## src/scpf_pkg.sv

```systemverilog
// ----------------------------------------------------------------------------
// scpf_pkg
// Shared types, codes and the CRC-16/CCITT-FALSE byte update.
// ----------------------------------------------------------------------------
package scpf_pkg;

  localparam int S_DATA_W    = 32;
  localparam int S_USER_W    = 1;
  localparam int M_DATA_W    = 8;
  localparam int M_USER_W    = 3;
  localparam int CFG_IDX_W   = 1;
  localparam int CFG_DATA_W  = 8;
  localparam int QUEUE_DEPTH = 4;

  localparam logic [CFG_IDX_W-1:0] CFG_SYNC_FIRST  = 1'b0;
  localparam logic [CFG_IDX_W-1:0] CFG_SYNC_SECOND = 1'b1;

  localparam logic [7:0] SYNC_FIRST_RESET  = 8'hFF;
  localparam logic [7:0] SYNC_SECOND_RESET = 8'h8C;

  localparam logic OP_START   = 1'b0;
  localparam logic OP_PAYLOAD = 1'b1;

  localparam logic [1:0] FAULT_NONE    = 2'd0;
  localparam logic [1:0] FAULT_STRAY   = 2'd1;
  localparam logic [1:0] FAULT_ABANDON = 2'd2;

  localparam logic [15:0] CRC_INIT = 16'hFFFF;
  localparam logic [15:0] CRC_POLY = 16'h1021;

  typedef enum logic [1:0] {
    KIND_START,
    KIND_DATA,
    KIND_STRAY
  } kind_t;

  typedef struct packed {
    kind_t       kind;
    logic        abandon;
    logic        last;
    logic [7:0]  data;
    logic [15:0] len;
  } cmd_t;

  function automatic logic [15:0] crc_feed(input logic [15:0] crc, input logic [7:0] b);
    logic [15:0] c;
    c = crc ^ {b, 8'h00};
    for (int i = 0; i < 8; i++) begin
      c = c[15] ? ({c[14:0], 1'b0} ^ CRC_POLY) : {c[14:0], 1'b0};
    end
    return c;
  endfunction

endpackage

```

## src/scpf_front.sv

```systemverilog
// ----------------------------------------------------------------------------
// scpf_front
// Accepts input words, tracks the open packet and classifies each word.
// ----------------------------------------------------------------------------
module scpf_front (
  input  logic                              clk,
  input  logic                              rst,
  input  logic                              s_tvalid,
  output logic                              s_tready,
  input  logic [scpf_pkg::S_DATA_W-1:0]     s_tdata,
  input  logic [scpf_pkg::S_USER_W-1:0]     s_tuser,
  input  logic                              q_full,
  output logic                              q_push,
  output scpf_pkg::cmd_t                    q_cmd
);

  logic        packet_open;
  logic [15:0] bytes_left;
  logic        is_start;
  logic [7:0]  packet_id;
  logic [15:0] payload_length;
  logic [7:0]  payload_byte;

  assign packet_id      = s_tdata[7:0];
  assign payload_length = s_tdata[23:8];
  assign payload_byte   = s_tdata[31:24];
  assign is_start       = (s_tuser[0] == scpf_pkg::OP_START);

  assign s_tready = !q_full;
  assign q_push   = s_tvalid && s_tready;

  always_comb begin
    q_cmd.len = payload_length;
    if (is_start) begin
      q_cmd.kind    = scpf_pkg::KIND_START;
      q_cmd.abandon = packet_open;
      q_cmd.last    = (payload_length == 16'd0);
      q_cmd.data    = packet_id;
    end else begin
      q_cmd.kind    = packet_open ? scpf_pkg::KIND_DATA : scpf_pkg::KIND_STRAY;
      q_cmd.abandon = 1'b0;
      q_cmd.last    = (bytes_left == 16'd1);
      q_cmd.data    = payload_byte;
    end
  end

  always_ff @(posedge clk) begin
    if (rst) begin
      packet_open <= 1'b0;
      bytes_left  <= 16'd0;
    end else if (q_push) begin
      if (is_start) begin
        packet_open <= (payload_length != 16'd0);
        bytes_left  <= payload_length;
      end else if (packet_open) begin
        bytes_left <= bytes_left - 16'd1;
        if (bytes_left == 16'd1) begin
          packet_open <= 1'b0;
        end
      end
    end
  end

endmodule

```

## src/scpf_cmd_fifo.sv

```systemverilog
// ----------------------------------------------------------------------------
// scpf_cmd_fifo
// Short first-word-fall-through queue of classified commands.
// ----------------------------------------------------------------------------
module scpf_cmd_fifo #(
  parameter int DEPTH = scpf_pkg::QUEUE_DEPTH
) (
  input  logic           clk,
  input  logic           rst,
  input  logic           push,
  input  scpf_pkg::cmd_t push_cmd,
  output logic           full,
  input  logic           pop,
  output logic           head_valid,
  output scpf_pkg::cmd_t head
);

  localparam int PTR_W = (DEPTH > 1) ? $clog2(DEPTH) : 1;
  localparam int CNT_W = $clog2(DEPTH + 1);

  scpf_pkg::cmd_t     mem [DEPTH];
  logic [PTR_W-1:0]   wr_ptr;
  logic [PTR_W-1:0]   rd_ptr;
  logic [CNT_W-1:0]   count;
  logic               do_push;
  logic               do_pop;

  assign full       = (count == CNT_W'(DEPTH));
  assign head_valid = (count != '0);
  assign head       = mem[rd_ptr];
  assign do_push    = push && !full;
  assign do_pop     = pop && head_valid;

  always_ff @(posedge clk) begin
    if (do_push) begin
      mem[wr_ptr] <= push_cmd;
    end
  end

  always_ff @(posedge clk) begin
    if (rst) begin
      wr_ptr <= '0;
      rd_ptr <= '0;
      count  <= '0;
    end else begin
      if (do_push) begin
        wr_ptr <= (wr_ptr == PTR_W'(DEPTH - 1)) ? '0 : wr_ptr + PTR_W'(1);
      end
      if (do_pop) begin
        rd_ptr <= (rd_ptr == PTR_W'(DEPTH - 1)) ? '0 : rd_ptr + PTR_W'(1);
      end
      if (do_push && !do_pop) begin
        count <= count + CNT_W'(1);
      end else if (do_pop && !do_push) begin
        count <= count - CNT_W'(1);
      end
    end
  end

endmodule

```

## src/scpf_back.sv

```systemverilog
// ----------------------------------------------------------------------------
// scpf_back
// Sequences header, payload and CRC bytes from queued commands into the
// output register; holds the sync byte registers and the running CRC.
// ----------------------------------------------------------------------------
module scpf_back (
  input  logic                              clk,
  input  logic                              rst,
  input  logic                              cfg_we,
  input  logic [scpf_pkg::CFG_IDX_W-1:0]    cfg_index,
  input  logic [scpf_pkg::CFG_DATA_W-1:0]   cfg_data,
  input  logic                              head_valid,
  input  scpf_pkg::cmd_t                    head,
  output logic                              pop,
  output logic                              m_tvalid,
  input  logic                              m_tready,
  output logic [scpf_pkg::M_DATA_W-1:0]     m_tdata,
  output logic [scpf_pkg::M_USER_W-1:0]     m_tuser,
  output logic                              m_tlast
);

  typedef enum logic [2:0] {
    ST_FIRST,
    ST_SYNC2,
    ST_ID,
    ST_LEN_LO,
    ST_LEN_HI,
    ST_CRC_LO,
    ST_CRC_HI
  } step_t;

  step_t       step;
  step_t       step_next;
  logic [15:0] crc;
  logic [15:0] crc_next;
  logic [7:0]  sync_first;
  logic [7:0]  sync_second;
  logic [7:0]  byte_next;
  logic [1:0]  fault_next;
  logic        valid_next;
  logic        fin;
  logic        fire;

  assign fire = head_valid && (!m_tvalid || m_tready);
  assign pop  = fire && fin;

  always_comb begin
    byte_next  = 8'd0;
    fault_next = scpf_pkg::FAULT_NONE;
    valid_next = 1'b1;
    fin        = 1'b0;
    crc_next   = crc;
    step_next  = step;
    unique case (step)
      ST_FIRST: begin
        unique case (head.kind)
          scpf_pkg::KIND_START: begin
            byte_next  = sync_first;
            fault_next = head.abandon ? scpf_pkg::FAULT_ABANDON : scpf_pkg::FAULT_NONE;
            step_next  = ST_SYNC2;
          end
          scpf_pkg::KIND_DATA: begin
            byte_next = head.data;
            crc_next  = scpf_pkg::crc_feed(crc, head.data);
            if (head.last) begin
              step_next = ST_CRC_LO;
            end else begin
              fin = 1'b1;
            end
          end
          default: begin
            fault_next = scpf_pkg::FAULT_STRAY;
            valid_next = 1'b0;
            fin        = 1'b1;
          end
        endcase
      end
      ST_SYNC2: begin
        byte_next = sync_second;
        step_next = ST_ID;
      end
      ST_ID: begin
        byte_next = head.data;
        crc_next  = scpf_pkg::crc_feed(scpf_pkg::CRC_INIT, head.data);
        step_next = ST_LEN_LO;
      end
      ST_LEN_LO: begin
        byte_next = head.len[7:0];
        crc_next  = scpf_pkg::crc_feed(crc, head.len[7:0]);
        step_next = ST_LEN_HI;
      end
      ST_LEN_HI: begin
        byte_next = head.len[15:8];
        crc_next  = scpf_pkg::crc_feed(crc, head.len[15:8]);
        if (head.last) begin
          step_next = ST_CRC_LO;
        end else begin
          fin = 1'b1;
        end
      end
      ST_CRC_LO: begin
        byte_next = crc[7:0];
        step_next = ST_CRC_HI;
      end
      ST_CRC_HI: begin
        byte_next = crc[15:8];
        fin       = 1'b1;
      end
      default: begin
        fin = 1'b1;
      end
    endcase
    if (fin) begin
      step_next = ST_FIRST;
    end
  end

  always_ff @(posedge clk) begin
    if (rst) begin
      step        <= ST_FIRST;
      crc         <= scpf_pkg::CRC_INIT;
      m_tvalid    <= 1'b0;
      m_tdata     <= '0;
      m_tuser     <= '0;
      m_tlast     <= 1'b0;
      sync_first  <= scpf_pkg::SYNC_FIRST_RESET;
      sync_second <= scpf_pkg::SYNC_SECOND_RESET;
    end else begin
      if (cfg_we) begin
        unique case (cfg_index)
          scpf_pkg::CFG_SYNC_FIRST:  sync_first  <= cfg_data;
          scpf_pkg::CFG_SYNC_SECOND: sync_second <= cfg_data;
          default: ;
        endcase
      end
      if (fire) begin
        step     <= step_next;
        crc      <= crc_next;
        m_tvalid <= 1'b1;
        m_tdata  <= byte_next;
        m_tuser  <= {valid_next, fault_next};
        m_tlast  <= fin;
      end else if (m_tready) begin
        m_tvalid <= 1'b0;
      end
    end
  end

endmodule

```

## src/sync_crc_packet_framer.sv

```systemverilog
// ----------------------------------------------------------------------------
// sync_crc_packet_framer
// Frames packets into a byte stream: sync bytes, id, length, payload and
// CRC-16/CCITT-FALSE over id, length and payload, low byte first.
//
//   channel  direction  contents
//   s_*      in         tuser: op; tdata: packet_id, payload_length, payload_byte
//   m_*      out        tdata: out_byte; tlast: frame_end; tuser: fault, byte_valid
//   cfg_*    in         cfg_index 0 sync_first, 1 sync_second
//
// One output byte per cycle from the back sequencer while the output is not
// stalled. Input words are taken one per cycle while the command queue has
// room (QUEUE_DEPTH entries). Reset is synchronous and needs no sweep. A
// stalled output holds the output register; the queue absorbs input.
// ----------------------------------------------------------------------------
module sync_crc_packet_framer #(
  parameter int QUEUE_DEPTH = scpf_pkg::QUEUE_DEPTH
) (
  input  logic                              clk,
  input  logic                              rst,
  input  logic                              s_tvalid,
  output logic                              s_tready,
  input  logic [scpf_pkg::S_DATA_W-1:0]     s_tdata,   // packet_id, payload_length, payload_byte
  input  logic [scpf_pkg::S_USER_W-1:0]     s_tuser,   // op
  output logic                              m_tvalid,
  input  logic                              m_tready,
  output logic [scpf_pkg::M_DATA_W-1:0]     m_tdata,   // out_byte
  output logic [scpf_pkg::M_USER_W-1:0]     m_tuser,   // fault, byte_valid
  output logic                              m_tlast,
  input  logic                              cfg_we,
  input  logic [scpf_pkg::CFG_IDX_W-1:0]    cfg_index,
  input  logic [scpf_pkg::CFG_DATA_W-1:0]   cfg_data
);

  logic           q_full;
  logic           q_push;
  scpf_pkg::cmd_t q_cmd;
  logic           q_pop;
  logic           q_head_valid;
  scpf_pkg::cmd_t q_head;

  scpf_front u_front (
    .clk      (clk),
    .rst      (rst),
    .s_tvalid (s_tvalid),
    .s_tready (s_tready),
    .s_tdata  (s_tdata),
    .s_tuser  (s_tuser),
    .q_full   (q_full),
    .q_push   (q_push),
    .q_cmd    (q_cmd)
  );

  scpf_cmd_fifo #(
    .DEPTH (QUEUE_DEPTH)
  ) u_fifo (
    .clk        (clk),
    .rst        (rst),
    .push       (q_push),
    .push_cmd   (q_cmd),
    .full       (q_full),
    .pop        (q_pop),
    .head_valid (q_head_valid),
    .head       (q_head)
  );

  scpf_back u_back (
    .clk        (clk),
    .rst        (rst),
    .cfg_we     (cfg_we),
    .cfg_index  (cfg_index),
    .cfg_data   (cfg_data),
    .head_valid (q_head_valid),
    .head       (q_head),
    .pop        (q_pop),
    .m_tvalid   (m_tvalid),
    .m_tready   (m_tready),
    .m_tdata    (m_tdata),
    .m_tuser    (m_tuser),
    .m_tlast    (m_tlast)
  );

endmodule

```

## config.mk

```make
export PLATFORM = sky130hd
export DESIGN_NAME = sync_crc_packet_framer
export DESIGN_NICKNAME = d
export VERILOG_FILES = /design/src/scpf_pkg.sv /design/src/scpf_front.sv /design/src/scpf_cmd_fifo.sv /design/src/scpf_back.sv /design/src/sync_crc_packet_framer.sv
export SDC_FILE = /design/constraint.sdc
export NUM_CORES = 1
export LEC_CHECK = 0
export ABC_AREA = 1
export BUFFER_PORTS_ARGS = -buffer_cell sky130_fd_sc_hd__buf_2
export CORE_MARGIN = 5
export CORE_UTILIZATION = 55
export CTS_BUF_LIST = sky130_fd_sc_hd__clkbuf_8
export CTS_CLUSTER_DIAMETER = 150
export DETAILED_ROUTE_END_ITERATION = 12
export PLACE_DENSITY = 0.7
export SLEW_MARGIN = 40
export SYNTH_ARGS = -nofsm -noshare
export SYNTH_HDL_FRONTEND = slang
export SYNTH_SLANG_ARGS = --single-unit
export TNS_END_PERCENT = 1
```

## constraint.sdc

```tcl
create_clock -name clk -period 3.7 [get_ports clk]
set_clock_uncertainty 0.2 [all_clocks]
set_input_delay 0.74 -clock clk [delete_from_list [all_inputs] [get_ports clk]]
set_output_delay 0.74 -clock clk [all_outputs]
set_load 0.02 [all_outputs]
```

==> flow_results.xml <==
<?xml version="1.0" encoding="UTF-8"?>
<metrics>
  <group name="timing">
    <metric name="layout_min_cycle_time" unit="ns">2.898</metric>
    <metric name="rsz0062_at_grt" unit="">false</metric>
    <metric name="timing.setup.tns" unit="ns">0</metric>
    <metric name="final_cycle_share" unit="">0.7834</metric>
    <metric name="max_slew.worst_pin.slew" unit="ns">0.7752</metric>
    <metric name="max_slew_margin" unit="">0.4800</metric>
    <metric name="max_freq" unit="GHz">0.3450</metric>
    <metric name="slew_violations" unit="">0</metric>
    <metric name="setup_violations" unit="">0</metric>
    <metric name="report.final.hold_viol_count" unit="">0</metric>
    <metric name="final_critical_path_setup_slack" unit="ns">0.8016</metric>
    <metric name="worst_hold_slack" unit="ns">0.2713</metric>
  </group>
  <group name="floorplanning">
    <metric name="floorplan.die.height" unit="um">144.1</metric>
    <metric name="pin_count" unit="">61</metric>
    <metric name="floorplan.core_area" unit="um2">17840</metric>
    <metric name="placement_rows" unit="">49</metric>
    <metric name="floorplan.die_area" unit="um2">20760</metric>
    <metric name="die_outline_width" unit="um">144.1</metric>
    <metric name="starting_density_of_the_core" unit="">0.5542</metric>
  </group>
  <group name="clock_tree">
    <metric name="clock_tree.buffer_depth" unit="">2</metric>
    <metric name="post_cts_setup_buffers" unit="">0</metric>
    <metric name="clk_slew_on_worst_s_h_paths" unit="ns">0.11</metric>
    <metric name="cts_root_buf" unit="">sky130_fd_sc_hd__clkbuf_8</metric>
    <metric name="cts_tree" unit="">built</metric>
    <metric name="cts_hold_repair.buffers" unit="">0</metric>
    <metric name="h-tree-depth" unit="">4</metric>
    <metric name="ctsResizeCount" unit="">0</metric>
    <metric name="tritoncts_num_sinks" unit="">186</metric>
    <metric name="clock_latency_on_the_worst_skew_pair" unit="ns">0.48</metric>
    <metric name="cts_made_buffers" unit="">17</metric>
  </group>
  <group name="cells_and_area">
    <metric name="final_cell_area" unit="um2">10770</metric>
    <metric name="sequential_cell_area" unit="um2">4846</metric>
    <metric name="layout-drive-gt1-share" unit="">0.1133</metric>
    <metric name="num-nets-final" unit="">1358</metric>
    <metric name="fillers" unit="">1647</metric>
    <metric name="syn2layout_area_growth" unit="%">8.908</metric>
    <metric name="multi_input_comb_area" unit="um2">4461</metric>
    <metric name="num_antenna_cells" unit="">0</metric>
  </group>
  <group name="synth">
    <metric name="postSynthAreaPerCell" unit="um2">7.860</metric>
    <metric name="yosysTopAreaCell" unit="">sky130_fd_sc_hd__edfxtp_1</metric>
    <metric name="yosys-top-cells-area" unit="">sky130_fd_sc_hd__edfxtp_1, sky130_fd_sc_hd__nand2_1, sky130_fd_sc_hd__dfxtp_1</metric>
    <metric name="yosys.cell_types.count" unit="">46</metric>
    <metric name="yosysMostFrequentCell" unit="">sky130_fd_sc_hd__nand2_1</metric>
    <metric name="synth_top_cell_area_share" unit="">0.3401</metric>
    <metric name="synth_enable_flop_cells" unit="">112</metric>
    <metric name="post_synth_top_flop" unit="">sky130_fd_sc_hd__edfxtp_1</metric>
    <metric name="synthArstFlopShare" unit="">0</metric>
    <metric name="yosys_reg_bits" unit="">186</metric>
    <metric name="synth_cells" unit="">1258</metric>
    <metric name="synth.cells.most_frequent" unit="">sky130_fd_sc_hd__nand2_1, sky130_fd_sc_hd__nand3_1, sky130_fd_sc_hd__edfxtp_1</metric>
    <metric name="synth_sequential_area_ratio" unit="">0.4899</metric>
    <metric name="synthesis.area" unit="um2">9888</metric>
    <metric name="postSynthNetCount" unit="">1314</metric>
    <metric name="synth_warnings" unit="">0</metric>
  </group>
  <group name="critical_path">
    <metric name="worstPathRequired" unit="ns">3.87</metric>
    <metric name="arrival" unit="ns">3.07</metric>
    <metric name="timing_worst_setup_path_type" unit="">reg -&gt; reg</metric>
    <metric name="cp-end-kind" unit="">flip-flop</metric>
    <metric name="type_of_element_launching_the_critical_path" unit="">flip-flop</metric>
    <metric name="critical_path.max_fanout" unit="">11</metric>
  </group>
  <group name="power_and_ir_drop">
    <metric name="power_frac_comb" unit="">0.482</metric>
    <metric name="p_int" unit="W">0.004316</metric>
    <metric name="power.sequential.fraction" unit="">0.339</metric>
    <metric name="power" unit="W">0.008138</metric>
    <metric name="switchingPower" unit="W">0.003822</metric>
    <metric name="relative_contribution_of_the_clock_network_to_total_power" unit="">0.179</metric>
    <metric name="netSwitchingFraction" unit="">0.4696</metric>
    <metric name="power.density" unit="nW/um2">755.6</metric>
    <metric name="worst_ir_drop_vdd" unit="V">0.0004175</metric>
    <metric name="cellLeakagePower" unit="nW">4.696</metric>
  </group>
  <group name="place">
    <metric name="routabilityCongestion" unit="">1.021</metric>
    <metric name="placed_cell_area" unit="um2">10330</metric>
    <metric name="dp_worst_setup_slack" unit="ns">0.8355</metric>
    <metric name="detailed_place_hpwl" unit="um">18540</metric>
    <metric name="portBuffers" unit="">60</metric>
  </group>
  <group name="min_path">
    <metric name="hold_path_class" unit="">reg -&gt; reg</metric>
  </group>
  <group name="run">
    <metric name="max-cap-violations" unit="">0</metric>
  </group>
  <group name="routing">
    <metric name="drt_wl_total" unit="um">26520</metric>
    <metric name="drt_iter0_markers" unit="">923</metric>
    <metric name="via_count" unit="">8726</metric>
    <metric name="drt-vias-per-instance" unit="">5.652</metric>
    <metric name="drc_errors" unit="">0</metric>
    <metric name="ant_nets" unit="">0</metric>
    <metric name="routed_wire_length_per_instance" unit="um">17.18</metric>
    <metric name="first_pass_iters" unit="">8</metric>
  </group>
  <group name="grt">
    <metric name="gr-usage-all-layers" unit="">0.2633</metric>
    <metric name="grt_use_met2" unit="">0.4023</metric>
    <metric name="globalRoute.busiestLayer" unit="">met2</metric>
    <metric name="grt.met1_usage" unit="">0.3744</metric>
    <metric name="antenna_found_initial" unit="">0</metric>
    <metric name="grt_pass1_vias" unit="">7762</metric>
    <metric name="grt_pass1_wl" unit="um">42000</metric>
    <metric name="globalRouteMet3Util" unit="">0.04960</metric>
    <metric name="largest_net_degree_at_the_start_of_global_routing" unit="">49</metric>
    <metric name="globalRouteOverflowTotal" unit="">0</metric>
  </group>
  <group name="run_status">
    <metric name="outcome" unit="">completed</metric>
  </group>
</metrics>
layer usage:
| metal | vias up | wire length, um |
|---|---|---|
| met2 | 319 | 11970 |
| met4 | 0 | 954 |
| met3 | 62 | 1940 |
| li1 | 4268 | - |
| met1 | 4077 | 11660 |
| met5 | - | 0 |
flip-flops by register name, summed over array words and instances, names as in the netlist, named ones only:
signal	count
u_back.sync_first	8
u_back.m_tuser	3
u_back.m_tlast	1
u_fifo.rd_ptr	2
u_fifo.mem	112
u_back.m_tdata	8
u_back.sync_second	8
u_back.m_tvalid	1
u_front.packet_open	1
u_fifo.count	3
u_front.bytes_left	16
u_back.crc	16
u_fifo.wr_ptr	2
u_back.step	3
final cells by class:
cell class | instances | area share
Clock inverter | 15 | 0.01917
Sequential cell | 186 | 0.4500
Tap cell | 229 | 0.02661
Multi-Input combinational cell | 938 | 0.4142
Inverter | 82 | 0.02858
Timing Repair Buffer | 77 | 0.03973
Clock buffer | 17 | 0.02173
worst max-delay path, cell delays in order, from the launching register on:
cell and delay, ns:
sky130_fd_sc_hd__dfxtp_2 0.39, sky130_fd_sc_hd__inv_2 0.14, sky130_fd_sc_hd__nand2_1 0.06, sky130_fd_sc_hd__nand3_1 0.09, sky130_fd_sc_hd__nand2_1 0.07, sky130_fd_sc_hd__nand3_1 0.28, sky130_fd_sc_hd__nor2_1 0.10, sky130_fd_sc_hd__nand2_1 0.09
sky130_fd_sc_hd__o2111ai_2 0.14, sky130_fd_sc_hd__nand2_2 0.16, sky130_fd_sc_hd__ha_1 0.16, sky130_fd_sc_hd__inv_1 0.07, sky130_fd_sc_hd__fa_1 0.38, sky130_fd_sc_hd__a21oi_1 0.14, sky130_fd_sc_hd__o21ai_0 0.11, sky130_fd_sc_hd__o21ai_0 0.15
sky130_fd_sc_hd__a21oi_1 0.06
cells by family after synthesis:
logic type,Yosys count,synth area share
AOI/OAI and AO/OA,151,0.08617
xor gates and xnor gates,34,0.03619
adders and majority gates,9,0.01215
buffers and inverters,134,0.06061
DFF,186,0.4899
and+or+nand+nor,744,0.3149
layout by cell type, fill, tap and decap left out, types with 4 or more instances in the layout:
cell type	synthesis	routed
sky130_fd_sc_hd__nor2_2	0	4
sky130_fd_sc_hd__inv_8	0	5
sky130_fd_sc_hd__clkbuf_8	0	17
sky130_fd_sc_hd__inv_2	8	8
sky130_fd_sc_hd__clkinv_1	3	4
sky130_fd_sc_hd__nand4_1	7	7
sky130_fd_sc_hd__o21ai_0	49	49
sky130_fd_sc_hd__dfxtp_1	74	73
sky130_fd_sc_hd__a21oi_1	55	55
sky130_fd_sc_hd__nor4_1	5	5
sky130_fd_sc_hd__o21ai_1	10	10
sky130_fd_sc_hd__a31oi_1	6	5
sky130_fd_sc_hd__ha_1	8	8
sky130_fd_sc_hd__inv_1	71	70
sky130_fd_sc_hd__buf_2	14	60
sky130_fd_sc_hd__nand3_1	166	166
sky130_fd_sc_hd__o22ai_1	8	8
sky130_fd_sc_hd__nor3_1	8	8
sky130_fd_sc_hd__clkinv_8	0	4
sky130_fd_sc_hd__o221ai_1	4	4
sky130_fd_sc_hd__xor2_2	8	8
sky130_fd_sc_hd__buf_4	7	17
sky130_fd_sc_hd__xor2_1	21	21
sky130_fd_sc_hd__nand2_1	465	465
sky130_fd_sc_hd__nand2_2	10	10
sky130_fd_sc_hd__o211ai_1	6	6
sky130_fd_sc_hd__edfxtp_1	112	112
sky130_fd_sc_hd__nor2_1	75	71
sky130_fd_sc_hd__xnor2_1	5	5
power groups by stage:
stage	Sequential [W]	Clock, W	Combinational [W]
after floorplan	0.00279	0	0.00282
after global placement	0.00279	0	0.00380
after detailed placement	0.00280	0	0.00384
after CTS	0.00275	0.00147	0.00387
after global routing	0.00279	0.00157	0.00439
final	0.00276	0.00146	0.00393
worst paths after layout:
path,endpoint,depth (start not counted),slack (ns),startpoint
max,u_fifo.count[2]$_SDFFE_PP0P_,16,0.80,flip-flop
min,u_back.m_tdata[4]$_SDFFE_PP0P_,2,0.27,u_back.m_tdata[4]$_SDFFE_PP0P_
max reg2reg,u_fifo.count[2]$_SDFFE_PP0P_,16,0.80,flip-flop
min reg2reg,u_back.m_tdata[4]$_SDFFE_PP0P_,2,0.27,u_back.m_tdata[4]$_SDFFE_PP0P_
metrics by stage:
step	cells	util
global placement	1512	0.5789
floorplan	1258	-
CTS	1544	0.6036
finish	1544	0.6036
global route	1544	0.6036
detailed placement	1512	0.5789
Note: power is estimated with default switching activity, not from simulation.
